--- src/sv/fim_pkg.sv ---
package fim_pkg;

  localparam logic [31:0] CRC_POLY = 32'hEDB8_8320;
  localparam logic [31:0] CRC_ONES = 32'hFFFF_FFFF;

  localparam logic [31:0] SRAM_LOW_RST  = 32'h2000_0000;
  localparam logic [31:0] SRAM_HIGH_RST = 32'h2002_0000;

  // header word positions
  localparam logic [2:0] HPOS_MAGIC   = 3'd0;
  localparam logic [2:0] HPOS_VERSION = 3'd1;
  localparam logic [2:0] HPOS_SIZE    = 3'd2;
  localparam logic [2:0] HPOS_ADDR    = 3'd3;
  localparam logic [2:0] HPOS_IMG_CRC = 3'd4;
  localparam logic [2:0] HPOS_HDR_CRC = 3'd7;

  // result status codes
  localparam logic [2:0] ST_OK      = 3'd0;
  localparam logic [2:0] ST_MAGIC   = 3'd1;
  localparam logic [2:0] ST_VERSION = 3'd2;
  localparam logic [2:0] ST_SIZE    = 3'd3;
  localparam logic [2:0] ST_ADDR    = 3'd4;
  localparam logic [2:0] ST_HDR_CRC = 3'd5;
  localparam logic [2:0] ST_IMG_CRC = 3'd6;
  localparam logic [2:0] ST_VECTOR  = 3'd7;

  // register indexes (byte address / 4)
  localparam logic [2:0] REG_MAGIC     = 3'd0;
  localparam logic [2:0] REG_MAJOR     = 3'd1;
  localparam logic [2:0] REG_MAX_SIZE  = 3'd2;
  localparam logic [2:0] REG_APP_BASE  = 3'd3;
  localparam logic [2:0] REG_APP_SIZE  = 3'd4;
  localparam logic [2:0] REG_SRAM_LOW  = 3'd5;
  localparam logic [2:0] REG_SRAM_HIGH = 3'd6;

  typedef struct packed {
    logic [31:0] expected_magic;
    logic [15:0] major_version;
    logic [31:0] max_image_size;
    logic [31:0] app_region_base;
    logic [31:0] region_span;
    logic [31:0] sram_low;
    logic [31:0] sram_high;
  } cfg_t;

  typedef struct packed {
    logic        emit;
    logic [2:0]  status;
    logic [31:0] crc;
  } res_t;

  typedef logic [31:0][31:0] crc_cols_t;

  // 32 bit-steps of the reflected CRC on one word; used at elaboration only
  function automatic logic [31:0] crc_shift32(logic [31:0] v);
    logic [31:0] r;
    r = v;
    for (int k = 0; k < 32; k++) begin
      r = r[0] ? ((r >> 1) ^ CRC_POLY) : (r >> 1);
    end
    return r;
  endfunction

  function automatic crc_cols_t crc_cols();
    crc_cols_t c;
    for (int i = 0; i < 32; i++) begin
      c[i] = crc_shift32(32'h1 << i);
    end
    return c;
  endfunction

endpackage

--- src/sv/fim_crc32.sv ---
module fim_crc32 (
  input  logic [31:0] crc_i,
  input  logic [31:0] word_i,
  output logic [31:0] crc_o
);

  localparam fim_pkg::crc_cols_t COLS = fim_pkg::crc_cols();

  logic [31:0] v;

  assign v = crc_i ^ word_i;

  // CRC over one word is linear: XOR of the columns picked by each bit
  always_comb begin
    crc_o = '0;
    for (int i = 0; i < 32; i++) begin
      if (v[i]) begin
        crc_o = crc_o ^ COLS[i];
      end
    end
  end

endmodule

--- src/sv/fim_cfg.sv ---
module fim_cfg (
  input  logic          clk_i,
  input  logic          rst_ni,
  input  logic          psel,
  input  logic          penable,
  input  logic          pwrite,
  input  logic [4:0]    paddr,
  input  logic [31:0]   pwdata,
  output logic [31:0]   prdata,
  output logic          pready,
  output fim_pkg::cfg_t cfg_o
);

  fim_pkg::cfg_t cfg_q;
  logic          wr_en;
  logic [2:0]    idx;

  assign pready = 1'b1;
  assign wr_en  = psel && penable && pwrite;
  assign idx    = paddr[4:2];
  assign cfg_o  = cfg_q;

  always_ff @(posedge clk_i or negedge rst_ni) begin
    if (!rst_ni) begin
      cfg_q.expected_magic  <= '0;
      cfg_q.major_version   <= '0;
      cfg_q.max_image_size  <= '0;
      cfg_q.app_region_base <= '0;
      cfg_q.region_span     <= '0;
      cfg_q.sram_low        <= fim_pkg::SRAM_LOW_RST;
      cfg_q.sram_high       <= fim_pkg::SRAM_HIGH_RST;
    end else if (wr_en) begin
      unique case (idx)
        fim_pkg::REG_MAGIC:     cfg_q.expected_magic  <= pwdata;
        fim_pkg::REG_MAJOR:     cfg_q.major_version   <= pwdata[15:0];
        fim_pkg::REG_MAX_SIZE:  cfg_q.max_image_size  <= pwdata;
        fim_pkg::REG_APP_BASE:  cfg_q.app_region_base <= pwdata;
        fim_pkg::REG_APP_SIZE:  cfg_q.region_span     <= pwdata;
        fim_pkg::REG_SRAM_LOW:  cfg_q.sram_low        <= pwdata;
        fim_pkg::REG_SRAM_HIGH: cfg_q.sram_high       <= pwdata;
        default: ;
      endcase
    end
  end

  always_comb begin
    unique case (idx)
      fim_pkg::REG_MAGIC:     prdata = cfg_q.expected_magic;
      fim_pkg::REG_MAJOR:     prdata = {16'd0, cfg_q.major_version};
      fim_pkg::REG_MAX_SIZE:  prdata = cfg_q.max_image_size;
      fim_pkg::REG_APP_BASE:  prdata = cfg_q.app_region_base;
      fim_pkg::REG_APP_SIZE:  prdata = cfg_q.region_span;
      fim_pkg::REG_SRAM_LOW:  prdata = cfg_q.sram_low;
      fim_pkg::REG_SRAM_HIGH: prdata = cfg_q.sram_high;
      default:                prdata = '0;
    endcase
  end

endmodule

--- src/sv/fim_core.sv ---
module fim_core (
  input  logic          clk_i,
  input  logic          rst_ni,
  input  logic          fire_i,
  input  logic [31:0]   word_i,
  input  logic          last_i,
  input  fim_pkg::cfg_t cfg_i,
  output fim_pkg::res_t res_o
);

  typedef enum logic [1:0] {
    PH_HEADER = 2'd0,
    PH_IMAGE  = 2'd1,
    PH_DRAIN  = 2'd2
  } phase_e;

  phase_e      phase_q, phase_d;
  logic [2:0]  pos_q, pos_d;
  logic [2:0]  fault_q, fault_d;
  logic [29:0] seen_q, seen_d;
  logic [31:0] hcrc_q, hcrc_d;
  logic [31:0] icrc_q, icrc_d;
  logic [29:0] total_q, total_d;
  logic [31:0] load_q, load_d;
  logic [31:0] exp_q, exp_d;
  logic [31:0] stack_q, stack_d;
  logic [31:0] rv_q, rv_d;

  logic [31:0] hcrc_cur, hcrc_next, icrc_next, icrc_fin;
  logic [2:0]  fault_cur;
  logic [29:0] seen_inc;
  logic [31:0] stack_eff, rv_eff;
  logic [32:0] region_top;

  assign hcrc_cur  = (pos_q == fim_pkg::HPOS_MAGIC) ? fim_pkg::CRC_ONES : hcrc_q;
  assign fault_cur = (pos_q == fim_pkg::HPOS_MAGIC) ? fim_pkg::ST_OK : fault_q;
  assign seen_inc  = seen_q + 30'd1;
  assign icrc_fin  = icrc_next ^ fim_pkg::CRC_ONES;
  assign stack_eff = (seen_q == 30'd0) ? word_i : stack_q;
  assign rv_eff    = (seen_q == 30'd1) ? word_i : rv_q;
  assign region_top = {1'b0, load_q} + {1'b0, cfg_i.region_span};

  fim_crc32 u_hdr_crc (
    .crc_i  (hcrc_cur),
    .word_i (word_i),
    .crc_o  (hcrc_next)
  );

  fim_crc32 u_img_crc (
    .crc_i  (icrc_q),
    .word_i (word_i),
    .crc_o  (icrc_next)
  );

  always_comb begin
    phase_d = phase_q;
    pos_d   = pos_q;
    fault_d = fault_q;
    seen_d  = seen_q;
    hcrc_d  = hcrc_q;
    icrc_d  = icrc_q;
    total_d = total_q;
    load_d  = load_q;
    exp_d   = exp_q;
    stack_d = stack_q;
    rv_d    = rv_q;
    res_o.emit   = 1'b0;
    res_o.status = fim_pkg::ST_OK;
    res_o.crc    = '0;

    unique case (phase_q)
      PH_HEADER: begin
        if (pos_q != fim_pkg::HPOS_HDR_CRC) begin
          hcrc_d  = hcrc_next;
          fault_d = fault_cur;
          case (pos_q)
            fim_pkg::HPOS_MAGIC: begin
              if (word_i != cfg_i.expected_magic && fault_cur == fim_pkg::ST_OK) begin
                fault_d = fim_pkg::ST_MAGIC;
              end
            end
            fim_pkg::HPOS_VERSION: begin
              if (word_i[31:16] != cfg_i.major_version && fault_cur == fim_pkg::ST_OK) begin
                fault_d = fim_pkg::ST_VERSION;
              end
            end
            fim_pkg::HPOS_SIZE: begin
              total_d = word_i[31:2];
              if ((word_i == 32'd0 || word_i > cfg_i.max_image_size || word_i[1:0] != 2'd0)
                  && fault_cur == fim_pkg::ST_OK) begin
                fault_d = fim_pkg::ST_SIZE;
              end
            end
            fim_pkg::HPOS_ADDR: begin
              load_d = word_i;
              if (word_i != cfg_i.app_region_base && fault_cur == fim_pkg::ST_OK) begin
                fault_d = fim_pkg::ST_ADDR;
              end
            end
            fim_pkg::HPOS_IMG_CRC: exp_d = word_i;
            default: ;
          endcase
          pos_d = pos_q + 3'd1;
          if (last_i) begin
            res_o.emit   = 1'b1;
            res_o.status = fim_pkg::ST_SIZE;
            pos_d        = '0;
          end
        end else begin
          pos_d = '0;
          if (fault_q != fim_pkg::ST_OK) begin
            res_o.emit   = 1'b1;
            res_o.status = fault_q;
            phase_d      = last_i ? PH_HEADER : PH_DRAIN;
          end else if ((hcrc_q ^ fim_pkg::CRC_ONES) != word_i) begin
            res_o.emit   = 1'b1;
            res_o.status = fim_pkg::ST_HDR_CRC;
            phase_d      = last_i ? PH_HEADER : PH_DRAIN;
          end else if (last_i) begin
            res_o.emit   = 1'b1;
            res_o.status = fim_pkg::ST_SIZE;
          end else begin
            phase_d = PH_IMAGE;
            icrc_d  = fim_pkg::CRC_ONES;
            seen_d  = '0;
            stack_d = '0;
            rv_d    = '0;
          end
        end
      end
      PH_IMAGE: begin
        icrc_d = icrc_next;
        seen_d = seen_inc;
        if (seen_q == 30'd0) begin
          stack_d = word_i;
        end
        if (seen_q == 30'd1) begin
          rv_d = word_i;
        end
        if (seen_inc == total_q) begin
          res_o.emit = 1'b1;
          res_o.crc  = icrc_fin;
          phase_d    = last_i ? PH_HEADER : PH_DRAIN;
          pos_d      = '0;
          if (icrc_fin != exp_q) begin
            res_o.status = fim_pkg::ST_IMG_CRC;
          end else if (stack_eff < cfg_i.sram_low || stack_eff > cfg_i.sram_high) begin
            res_o.status = fim_pkg::ST_VECTOR;
          end else if (!rv_eff[0]) begin
            res_o.status = fim_pkg::ST_VECTOR;
          end else if (rv_eff < load_q || {1'b0, rv_eff} >= region_top) begin
            res_o.status = fim_pkg::ST_VECTOR;
          end
        end else if (last_i) begin
          res_o.emit   = 1'b1;
          res_o.status = fim_pkg::ST_SIZE;
          phase_d      = PH_HEADER;
          pos_d        = '0;
        end
      end
      default: begin
        if (last_i) begin
          phase_d = PH_HEADER;
          pos_d   = '0;
        end
      end
    endcase
  end

  always_ff @(posedge clk_i or negedge rst_ni) begin
    if (!rst_ni) begin
      phase_q <= PH_HEADER;
      pos_q   <= '0;
      fault_q <= '0;
      seen_q  <= '0;
    end else if (fire_i) begin
      phase_q <= phase_d;
      pos_q   <= pos_d;
      fault_q <= fault_d;
      seen_q  <= seen_d;
    end
  end

  always_ff @(posedge clk_i) begin
    if (fire_i) begin
      hcrc_q  <= hcrc_d;
      icrc_q  <= icrc_d;
      total_q <= total_d;
      load_q  <= load_d;
      exp_q   <= exp_d;
      stack_q <= stack_d;
      rv_q    <= rv_d;
    end
  end

endmodule

--- src/sv/firmware_image_verifier_unit.sv ---
// Firmware image verifier. Takes a word stream (eight header words, then the
// image words, tlast on the final word) and returns one result per stream:
// status in tdata[2:0] (0 ok, 1 magic, 2 version, 3 size or early end,
// 4 load address, 5 header CRC, 6 image CRC, 7 vector table) and the final
// image CRC-32 in tdata[34:3], zero when the image was not fully read.
// A header fault is reported on header word 7, an image result on the last
// declared image word; words after a result are dropped up to tlast.
// One word per cycle is accepted unless a new result meets a full output;
// the combinational 32-bit CRC step sits between the input register and
// the result register that holds each result. Registers sit at byte address
// 4*i (magic, major version, max size, region base, region size, SRAM low,
// SRAM high) and should only be written while idle.
module firmware_image_verifier_unit (
  input  logic        clk_i,
  input  logic        rst_ni,
  input  logic        psel,
  input  logic        penable,
  input  logic        pwrite,
  input  logic [4:0]  paddr,
  input  logic [31:0] pwdata,
  output logic [31:0] prdata,
  output logic        pready,
  input  logic        s_axis_tvalid,
  output logic        s_axis_tready,
  input  logic [31:0] s_axis_tdata,   // [31:0] data_word
  input  logic        s_axis_tlast,   // last_word
  output logic        m_axis_tvalid,
  input  logic        m_axis_tready,
  output logic [39:0] m_axis_tdata    // [2:0] status, [34:3] image_crc_value, [39:35] zero
);

  fim_pkg::cfg_t cfg;
  fim_pkg::res_t res;

  logic        in_valid_q;
  logic [31:0] in_word_q;
  logic        in_last_q;
  logic        out_valid_q;
  logic [34:0] out_data_q;
  logic        out_free;
  logic        advance;

  fim_cfg u_cfg (
    .clk_i   (clk_i),
    .rst_ni  (rst_ni),
    .psel    (psel),
    .penable (penable),
    .pwrite  (pwrite),
    .paddr   (paddr),
    .pwdata  (pwdata),
    .prdata  (prdata),
    .pready  (pready),
    .cfg_o   (cfg)
  );

  fim_core u_core (
    .clk_i  (clk_i),
    .rst_ni (rst_ni),
    .fire_i (advance),
    .word_i (in_word_q),
    .last_i (in_last_q),
    .cfg_i  (cfg),
    .res_o  (res)
  );

  assign out_free      = !out_valid_q || m_axis_tready;
  assign advance       = in_valid_q && (!res.emit || out_free);
  assign s_axis_tready = !in_valid_q || advance;
  assign m_axis_tvalid = out_valid_q;
  assign m_axis_tdata  = {5'd0, out_data_q};

  always_ff @(posedge clk_i or negedge rst_ni) begin
    if (!rst_ni) begin
      in_valid_q  <= 1'b0;
      out_valid_q <= 1'b0;
    end else begin
      if (s_axis_tready) begin
        in_valid_q <= s_axis_tvalid;
      end
      if (advance && res.emit) begin
        out_valid_q <= 1'b1;
      end else if (m_axis_tready) begin
        out_valid_q <= 1'b0;
      end
    end
  end

  always_ff @(posedge clk_i) begin
    if (s_axis_tready && s_axis_tvalid) begin
      in_word_q <= s_axis_tdata;
      in_last_q <= s_axis_tlast;
    end
    if (advance && res.emit) begin
      out_data_q <= {res.crc, res.status};
    end
  end

endmodule
--- config.mk ---
export PLATFORM = sky130hd
export DESIGN_NAME = firmware_image_verifier_unit
export DESIGN_NICKNAME = d
export VERILOG_FILES = /design/src/sv/fim_pkg.sv /design/src/sv/fim_crc32.sv /design/src/sv/fim_cfg.sv /design/src/sv/fim_core.sv /design/src/sv/firmware_image_verifier_unit.sv
export SDC_FILE = /design/constraint.sdc
export NUM_CORES = 1
export LEC_CHECK = 0
export BUFFER_PORTS_ARGS = -buffer_cell sky130_fd_sc_hd__buf_2
export CELL_PAD_IN_SITES_DETAIL_PLACEMENT = 0
export CELL_PAD_IN_SITES_GLOBAL_PLACEMENT = 1
export CORE_MARGIN = 5
export CORE_UTILIZATION = 40
export CTS_BUF_LIST = sky130_fd_sc_hd__clkbuf_4 sky130_fd_sc_hd__clkbuf_8
export CTS_CLUSTER_SIZE = 10
export DETAILED_ROUTE_END_ITERATION = 8
export PLACE_DENSITY = 0.65
export SYNTH_ARGS = -nofsm -noshare
export SYNTH_HDL_FRONTEND = slang
export SYNTH_SLANG_ARGS = --single-unit
--- constraint.sdc ---
create_clock -name clk_i -period 5.8 [get_ports clk_i]
set_clock_uncertainty 0.2 [all_clocks]
set_input_delay 0.29 -clock clk_i [delete_from_list [all_inputs] [get_ports clk_i]]
set_output_delay 0.29 -clock clk_i [all_outputs]
set_load 0.05 [all_outputs]
# After elaboration in Yosys (flattened, before gate mapping)
# Index checks and enable logic that the tools add are counted.
[totals]
out_inout_bits = 75
word_cells = 280
reg_bits = 538
input_bits = 77
[classes]
n_eq_ne = 24
n_lt_le_gt_ge = 5
addsub = 3
reduce_logical = 43
n_bitwise = 66
n_mux = 115
[ops]
columns = ["operator", "count"]
rows = [
  ["$mux 32", 37],
  ["$mux 31", 12],
  ["$mux 30", 12],
  ["$not 13->13", 18],
  ["$pmux 32 s7", 1],
  ["$pmux 32 s2", 3],
  ["$mux 29", 6],
  ["$not 14->14", 12],
  ["$ne 32x32->1", 4],
  ["$not 15->15", 8],
  ["$mux 28", 4],
  ["$mux 27", 4],
  ["$not 12->12", 8],
  ["$not 16->16", 6],
  ["$gt 32x32->1", 2],
  ["$lt 32x32->1", 2],
  ["$not 32->32", 2],
  ["$xor 32x32->32", 2],
  ["$pmux 30 s2", 1],
  ["$mux 26", 2],
  ["$mux 25", 2],
  ["$not 11->11", 4],
  ["$not 20->20", 2],
  ["$mux 3", 13],
  ["other kinds (36)", 89],
]

# Longest topological paths before layout
[depth]
depth_word = 74
mapped_depth = 22
depth_no_buf = 22

# Hierarchy
# Synthesis repeated with hierarchy kept, for this count alone.
[hier_totals]
hier_cells = 3212
hier_area_um2 = 36786.5
[by_module_without_submodules]
columns = ["mod", "n_inst", "area_each_um2", "cells_per_inst", "seq_area_each_um2"]
rows = [
  ["fim_core", 1, 19235.9, 1929, 7617.3],
  ["fim_cfg", 1, 9715.6, 705, 5208.7],
  ["fim_crc32", 2, 2822.7, 247, 0.0],
  ["firmware_image_verifier_unit", 1, 2189.6, 84, 2092.0],
]

# Worst setup path before layout
# OpenSTA, ideal clock, no wires.
[synth_path]
kind = "flip-flop to flip-flop"
startpoint = "register u_core.seen_q[10]"
endpoint = "register u_core.icrc_q[0] (enable)"
setup_ns = 0.450
arrival_ns = 4.519
synth_period_minus_slack_ns = 5.170
required_time_ns = 5.150
path_buffers = 1
setup_slack_ns = 0.630
stages_incl_launch_ff = 12
path_cell_list = "dfrtp_1 clkbuf_1 and4_1 nand3_1 nor4_1 nor3_1 a31oi_1 nor4_1 and4_1 o41a_1 or2_2 inv_1"
[synth_via]
elab_chain_cells = 8
[synth_lines]
columns = ["element", "line", "source"]
rows = [
  ["start, declared", "fim_core.sv:20", "logic [29:0] seen_q, seen_d;"],
  ["start signal, assigned", "fim_core.sv:180", "seen_q <= seen_d;"],
  ["$add 30x1->30", "fim_core.sv:37", "assign seen_inc = seen_q + 30'd1;"],
  ["$eq 30x30->1", "fim_core.sv:140", "if (seen_inc == total_q) begin"],
  ["$mux 4", "fim_core.sv:140", ""],
  ["$pmux 4 s2", "fim_core.sv:71", "unique case (phase_q)"],
  ["$logic_not 1->1", "firmware_image_verifier_unit.sv:67", "assign advance = in_valid_q && (!res.emit || out_free);"],
  ["$logic_or 1x1->1", "firmware_image_verifier_unit.sv:67", ""],
  ["$logic_and 1x1->1", "firmware_image_verifier_unit.sv:67", ""],
  ["$reduce_and 6->1 (no source line)", "n/a", ""],
  ["end signal, assigned", "fim_core.sv:187", "icrc_q <= icrc_d;"],
  ["end, declared", "fim_core.sv:22", "logic [31:0] icrc_q, icrc_d;"],
]
# No other way between the ends.
# A chain may end at the register's enable or synchronous reset.

==> out/qor.csv <==
stage,metric,value,unit
clock_network,clk buf depth,3,
sta,Max Slew Vio Count,0,
final_layout,share of layout cells above drive strength 1,0.1907,
detailed_routing,detailed-route via count,26930,
grt,largest net degree at the start of global routing,160,
yosys,"Primary FF master, synth",edfxtp_1,
setup_path,WS Path Type,flip-flop to flip-flop,
yosys,"area leader, netlist",edfxtp_1,
detailed_routing,Initial DRC Count,2048,
final_layout,fillcell total,8322,
sta,final hold vios,0,
yosys,number of synthesized register bits,538,
setup_path,Most common cell on crit path,buf_4,
clock_network,clock-pin slew on the worst setup and hold paths,0.06,ns
grt,initial antenna violation count,8,
yosys,count of different cell masters after synthesis,82,
sta,unrepaired setup endpoints after global routing,false,
clock_network,clk_lat worst skew,0.76,ns
yosys,synth top area cells,"edfxtp_1 (24%), dfrtp_1 (17%), xnor2_1 (12%)",
sta,Slew HR,0.2673,
yosys,share of the synthesized area in the top cell type,0.2433,
setup_path,Worst Path Arrival,5.73,ns
yosys,"FFs w/ async S/R, synth",0.4610,
setup_path,critical path cell sequence,"nor4_1, nand4_1, nor3_2, buf_12, buf_4, mux2_2, ha_1, nand4_1, or3_1, a31oi_1, nor4b_1, buf_4, o21ai_0, buf_4, o211ai_1, nor4_2, buf_4, o22ai_1",
clock_network,H-tree Lvls,3,
detailed_routing,met2 wire length,61.03,mm
detailed_routing,DR pass1 iterations,6,
floorplan,die width,309.1,microns
yosys,Post-Syn Area,35790,sq um
min_path,Hold Path Class,input port to flip-flop,
final_layout,net count reported at finish,3856,
power_and_ir_drop,PwrDens,489.5,nW/um^2
detailed_routing,Metal-1 WL,56.27,mm
sta,Setup TNS,0,ns
setup_path,worst-path fanout max,18,
floorplan,Die H,309.1,microns
power_and_ir_drop,Overall Power,20260,uW
place,PortBufs,143,
final_layout,most frequent cells in the layout,"xnor2_1 (471), edfxtp_1 (290), dfrtp_1 (245), ha_1 (199), nand2_1 (184)",
grt,vias in the first global route,27570,
final_layout,Largest register FFs,208,
yosys,synthesized instance count,3281,
floorplan,Std-Cell Rows,109,
detailed_routing,Final ANT Viol Nets,0,
setup_path,WP data required,6.06,ns
detailed_routing,via/cell ratio,5.575,
setup_path,CP Capture Type,flip-flop,
grt,All-Layer GR Usage,0.2663,
final_layout,Area Growth Syn to Fin,15.66,%
clock_network,CTS root buf,clkbuf_8,
setup_path,Max stage delay on crit path,0.49,ns
power_and_ir_drop,LEAKAGE,0.01709,uW
final_layout,"most common cell after layout, fill and taps aside",xnor2_1,
run,max cap viols,0,
setup_path,Startpoint Class,flip-flop,
sta,Peak Freq,182.5,MHz
clock_network,CTS tree,done,
sta,period utilisation layout,0.9445,
floorplan,total die area,95560,sq um
clock_network,clock sink count,538,
yosys,synthesized area per cell,10.91,sq um
setup_path,Bufs and invs on worst path,5,
floorplan,# IOs,152,
yosys,Synth Warn #,0,
sta,minimum clock period,5.478,ns
yosys,sequential fraction of the synthesis area,0.4168,
floorplan,Starting Density,0.4038,
sta,Tightest Pin Transition,1.087,ns
detailed_routing,top layer in use,met5,
power_and_ir_drop,VDD IR-drop max,0.3009,mV
detailed_routing,drt wl/cell,26.81,microns
place,gpl congestion,0.9390,
sta,Fin Hold WS,0.06650,ns
setup_path,"Largest delay share family, worst path",simple AND/OR/NAND/NOR gates,
detailed_routing,final WL,129.5,mm
detailed_routing,WL met3,5.971,mm
sta,final setup fails,0,
yosys,Post-synth EDFFs,290,
grt,first-pass GRT wire length,188.0,mm
clock_network,Inserted Clock Buffers,101,
status,outcome,"complete, no violations",
floorplan,Core ar.,88650,sq um
setup_path,slowest cell on the critical path,nor4_1,
clock_network,postcts setup bufs,0,
detailed_routing,DRC,0,
place,DP HPWL,95.35,mm
grt,total global routing overflow,0,
## path summary, 6_finish.rpt
check                                         startpoint                       endpoint  slack [ns]  depth (start not counted)
min in group asynchronous                         rst_ni  u_core.fault_q[0]$_DFFE_PN0P_        0.45                          3
min reg2reg                u_core.fault_q[2]$_DFFE_PN0P_  u_core.fault_q[2]$_DFFE_PN0P_        0.35                          1
max in group asynchronous                         rst_ni   u_cfg.cfg_o[156]$_DFFE_PN0P_        3.53                          4
max reg2reg                u_core.seen_q[13]$_DFFE_PN0P_        out_data_q[1]$_DFFE_PP_        0.32                         18
max                        u_core.seen_q[13]$_DFFE_PN0P_        out_data_q[1]$_DFFE_PP_        0.32                         18
min                                              penable     u_cfg.cfg_o[4]$_DFFE_PN0P_        0.07                          5
## layer usage
metal | global-route usage | vias to the layer above
li1 | - | 12260
met1 | 0.3539 | 13580
met2 | 0.4430 | 855
met3 | 0.03293 | 242
met4 | 0.1116 | 2
met5 | 0 | -
## power by group
part	internal, uW	switching [uW]
logic	4790	5870
registers	5090	554
clock network	2190	1770
total	12100	8190
## logic make-up (layout without fill, tap and decap cells)
group                      count (synthesis)  after routing  synth area share
muxes                                    199            199           0.06236
DFF                                      538            538            0.4168
other                                      2              7         0.0002098
buffers and inverters                    323            703           0.03712
AOI/OAI and AO/OA                        579            579            0.1047
adders and majority gates                200            200           0.07013
xor gates and xnor gates                 716            716            0.2076
and+or+nand+nor                          724            724            0.1011
## final cells by class
| type | instances | area [sq um] | area share |
|---|---|---|---|
| Multi-Input combinational cell | 2424 | 19680 | 0.4753 |
| Inverter | 164 | 618.1 | 0.01493 |
| Antenna cell | 1 | 2.502 | 0.00006045 |
| Sequential cell | 538 | 14920 | 0.3604 |
| Clock buffer | 147 | 1810 | 0.04373 |
| Clock inverter | 42 | 325.3 | 0.007858 |
| Tap cell | 1165 | 1458 | 0.03521 |
| Timing Repair Buffer | 350 | 2587 | 0.06250 |
## through the flow
| stage | std cells | utilization | setup WS (ns) | area, sq um |
|---|---|---|---|---|
| after floorplan | 3285 | - | 0.6302 | 35810 |
| after CTS | 4830 | 0.4666 | 0.08542 | 41360 |
| after detailed placement | 4555 | 0.4326 | -0.02382 | 38350 |
| after global placement | 4555 | 0.4326 | 0.1172 | 38350 |
| after global routing | 4831 | 0.4670 | 0.004407 | 41400 |
| final | 4831 | 0.4670 | 0.3217 | 41400 |
## synth_stat cells, types with 46 or more instances
master,count
edfxtp_1,290
ha_1,199
nand4_1,62
o21ai_0,179
a21o_1,64
o31ai_1,48
nand2_1,185
nor2_1,163
clkbuf_1,105
inv_1,164
a21oi_1,97
a22oi_1,46
mux2_2,182
xnor2_1,471
and2_1,77
xor2_1,156
dfrtp_1,245
## worst register-to-register path: stages, from the launching register on
cell,delay [ns]
dfrtp_1,0.46
nor4_1,0.49
nand4_1,0.25
nor3_2,0.44
buf_12,0.26
buf_4,0.27
mux2_2,0.39
ha_1,0.32
nand4_1,0.16
or3_1,0.39
a31oi_1,0.28
nor4b_1,0.11
buf_4,0.17
o21ai_0,0.20
buf_4,0.18
o211ai_1,0.19
nor4_2,0.19
buf_4,0.20
o22ai_1,0.08
## timing repair
item | in CTS | in global routing
hold buffers | 86 | 0
pin swaps | 0 | 3
resized for setup | 2 | 6
endpoints found under the hold margin | 332 | 0
setup endpoints to repair | 2 | 2
Power figures use the tool's default switching activity.
